==> src/hdl/hmbd_pkg.sv <==
// Shared types and constants for the handheld memory bus decoder.
package hmbd_pkg;

  // Access codes carried on the command field.
  localparam logic CmdRead  = 1'b0;
  localparam logic CmdWrite = 1'b1;

  // Register addresses with special behaviour on the bus.
  localparam logic [15:0] AddrJoypad   = 16'hFF00;
  localparam logic [15:0] AddrDiv      = 16'hFF04;
  localparam logic [15:0] AddrIrqFlags = 16'hFF0F;
  localparam logic [15:0] AddrDma      = 16'hFF46;
  localparam logic [15:0] AddrWramBank = 16'hFF70;
  localparam logic [15:0] AddrIrqEn    = 16'hFFFF;

  // Low nibble that enables the cartridge RAM.
  localparam logic [3:0]  RamEnableKey = 4'hA;

  // Step commands from the controller to the datapath.
  typedef struct packed {
    logic capture;
    logic quot;
    logic exec;
    logic load;
  } hmbd_cmd_t;

endpackage

==> src/hdl/hmbd_ctrl.sv <==
// Controller that sequences one item through capture, address, access and result load.
module hmbd_ctrl
  import hmbd_pkg::*;
(
  input  logic      clk_i,
  input  logic      rst_ni,
  input  logic      in_valid_i,
  output logic      in_ready_o,
  output logic      out_valid_o,
  input  logic      out_ready_i,
  output hmbd_cmd_t cmd_o
);

  typedef enum logic [1:0] {
    StIdle,
    StQuot,
    StExec,
    StLoad
  } state_e;

  state_e state_q, state_d;
  logic   out_valid_q, out_valid_d;
  logic   load;

  assign in_ready_o  = (state_q == StIdle);
  assign out_valid_o = out_valid_q;
  assign load        = (state_q == StLoad) && (!out_valid_q || out_ready_i);

  assign cmd_o.capture = (state_q == StIdle) && in_valid_i;
  assign cmd_o.quot    = (state_q == StQuot);
  assign cmd_o.exec    = (state_q == StExec);
  assign cmd_o.load    = load;

  always_comb begin
    state_d = state_q;
    unique case (state_q)
      StIdle: begin
        if (in_valid_i) begin
          state_d = StQuot;
        end
      end
      StQuot: state_d = StExec;
      StExec: state_d = StLoad;
      StLoad: begin
        if (load) begin
          state_d = StIdle;
        end
      end
      default: state_d = StIdle;
    endcase
  end

  always_comb begin
    out_valid_d = out_valid_q;
    if (load) begin
      out_valid_d = 1'b1;
    end else if (out_ready_i) begin
      out_valid_d = 1'b0;
    end
  end

  always_ff @(posedge clk_i or negedge rst_ni) begin
    if (!rst_ni) begin
      state_q     <= StIdle;
      out_valid_q <= 1'b0;
    end else begin
      state_q     <= state_d;
      out_valid_q <= out_valid_d;
    end
  end

endmodule

==> config.mk <==
export PLATFORM = sky130hd
export DESIGN_NAME = hmbd_ctrl
export DESIGN_NICKNAME = d
export VERILOG_FILES = /design/src/hdl/hmbd_pkg.sv /design/src/hdl/hmbd_ctrl.sv
export SDC_FILE = /design/constraint.sdc
export NUM_CORES = 1
export LEC_CHECK = 0
export BUFFER_PORTS_ARGS = -buffer_cell sky130_fd_sc_hd__buf_2
export CAP_MARGIN = 5
export CORE_AREA = 2 2 39 41
export DETAILED_ROUTE_END_ITERATION = 6
export DIE_AREA = 0 0 41 43
export GPL_TIMING_DRIVEN = 0
export SLEW_MARGIN = 20
export SYNTH_ARGS = -nofsm -noshare
export SYNTH_HDL_FRONTEND = slang
export SYNTH_SLANG_ARGS = --single-unit
==> constraint.sdc <==
create_clock -name clk_i -period 2.4 [get_ports clk_i]
set_input_delay 0.6 -clock clk_i [delete_from_list [all_inputs] [get_ports clk_i]]
set_output_delay 0.6 -clock clk_i [all_outputs]
set_load 0.1 [all_outputs]
==> run_results.csv <==
group,metric,value,unit
run_status,status,"complete, no violations",
yosys,synth_cell_types,10,
cells_and_area,stdcell_count,48,
timing,max_freq,480,MHz
worst_setup_path,cp_data_arrival_time,1490,ps
placement,io_buffer_count,9,
cells_and_area,drive_gt1_frac,0.563,
floorplan,ios,10,
cells_and_area,n_antenna_cell,0,
worst_setup_path,r2r-start,"state_q[0]",
clock_tree,postCtsSetupRepairBufs,0,
floorplan,num_rows,14,
global_routing,grt_pass1_wl,621,microns
clock_tree,clk_pin_slew,40,ps
detailed_routing,routed_via_density,3.50,
clock_tree,cts_tree,"built",
timing,hold_viol,0,
clock_tree,insertion_delay,230,ps
floorplan,core_area,1380,sq um
worst_setup_path,startpoint,"state_q[0]",
global_routing,overflow,0,
placement,dp.cells,44,
timing,worst_pin_slew,484,ps
clock_tree,htree_levels,1,
global_routing,grt_max_degree,5,
placement,gp_congestion,0.578,
yosys,syn-cell-area,213,sq um
floorplan,die-height,43,microns
yosys,syn_avg_cell_area,11.2,sq um
timing,min_period_over_period,0.869,
timing,skew,0.672,ps
yosys,synth_top_cell_by_area,"dfrtp_1",
global_routing,grt_pass1_vias,166,
worst_setup_path,worstPathMaxFanout,4,
timing,fin_tns_setup,0,ps
timing,finalSetupViolCount,0,
worst_setup_path,worstSetupPathType,"reg -> out",
clock_tree,cts_max_path_buffers,2,
detailed_routing,totalWireLength,359,microns
yosys,synth_warnings,0,
flow_run,maxCapViolations,0,
yosys,synthesis.nets,27,
cells_and_area,final.fill_count,161,
worst_setup_path,setup.worst_path.start_class,"flip-flop",
global_routing,grt_usage,0.0604,
floorplan,floorplan.initialDensity,0.154,
worst_setup_path,r2r_setup_slack,1000,ps
clock_tree,root_buffer,"clkbuf_4",
yosys,ys_seq_elements,3,
floorplan,die_w,41,microns
yosys,ys_top_cells_by_area,"dfrtp_1, ha_1, mux2_4",
detailed_routing,drtAntennaViolNets,0,
clock_tree,numCtsBuffers,3,
placement,hpwl,306,microns
timing,final_max_slew_viol_count,0,
yosys,syn_inst,19,
timing,slew_headroom,0.680,
worst_setup_path,cp_data_required_time,1800,ps
detailed_routing,drc,0,
timing,rsz0062_at_grt,"no",
clock_tree,ctsResizeCount,0,
cells_and_area,fin_nets,41,
detailed_routing,firstDrtPassIters,4,
detailed_routing,wl_per_cell,7.48,microns
worst_setup_path,critPathCaptureType,"output port",
detailed_routing,route.vias.total,168,
min_path,hold_class,"in -> async",
yosys,synth_top_area_frac,0.353,
timing,min_period,2090,ps
yosys,yosysSeqAreaShare,0.353,
detailed_routing,drt-initial-drc-count,1,
cells_and_area,syn_to_final_growth,44.7,%
clock_tree,hold_buffers,0,
global_routing,antenna_found_initial,0,
clock_tree,cts_num_sinks,3,
floorplan,dieArea,1760,sq um
-- Yosys cell counts --
cell type,instances
ha_1,4
and3b_1,1
mux2_4,1
dfrtp_1,3
nand2b_1,2
o32a_2,1
buf_4,1
and2_1,2
a21oi_2,1
inv_1,3
-- state kept, by name, summed over array words and instances, names as in the netlist --
name,cells
state_q,2
out_valid_o,1
-- layout make-up --
class | count | area (sq um) | area share
tap | 16 | 20.0 | 0.0650
buffer | 1 | 7.51 | 0.0244
sequential | 3 | 75.1 | 0.244
multi-input combinational | 12 | 123 | 0.398
timing repair buffer | 9 | 45.0 | 0.146
inverter | 3 | 11.3 | 0.0366
clock buffer | 4 | 26.3 | 0.0854
-- worst paths after layout --
kind,endpoint,cells past startpoint
setup / recovery,cmd_o[3],4
hold / removal,state_q[0],1
setup reg to reg,state_q[1],4
hold reg to reg,out_valid_o,2
max in group asynchronous,out_valid_o,1
min in group clk_i,out_valid_o,2
-- cells by family after synthesis --
logic type      synth area share
simple gates               0.159
compound gates            0.0941
buf+inv                   0.0882
fa+ha+maj                  0.235
flops                      0.353
mux                       0.0706
-- per-layer routing --
metal  vias up  routed length [microns]  track usage
met5         -                        0            0
met4         0                        0       0.0800
met3         0                       28       0.0471
met2         4                      211       0.0781
met1        76                      120       0.0455
li1         88                        -            -
-- layout by cell type (no fill, tap or decap) --
cell type / instances
ha_2: 1
clkbuf_1: 1
and2_1: 1
inv_1: 3
o32a_2: 1
clkbuf_4: 3
buf_2: 9
ha_1: 3
buf_4: 1
a21oi_2: 1
and2_2: 1
mux2_4: 1
and3b_1: 1
dfrtp_1: 3
nand2b_1: 2
-- worst max-delay path: stages (launching register included) --
cell	delay (ps)
dfrtp_1	400
inv_1	90
ha_2	210
and2_2	140
buf_2	410
-- metrics by stage --
stage	area, sq um	hold slack, ps	utilization	setup slack, ps
after global routing	308	145	0.222	217
after CTS	308	148	0.222	289
final	308	156	0.222	315
after global placement	282	398	0.203	393
after detailed placement	282	398	0.203	385
after floorplan	216	304	-	200
Power is left out: the tool's default activity adds up to more than one toggle a clock period on the data nets, which glitch-free logic cannot reach.
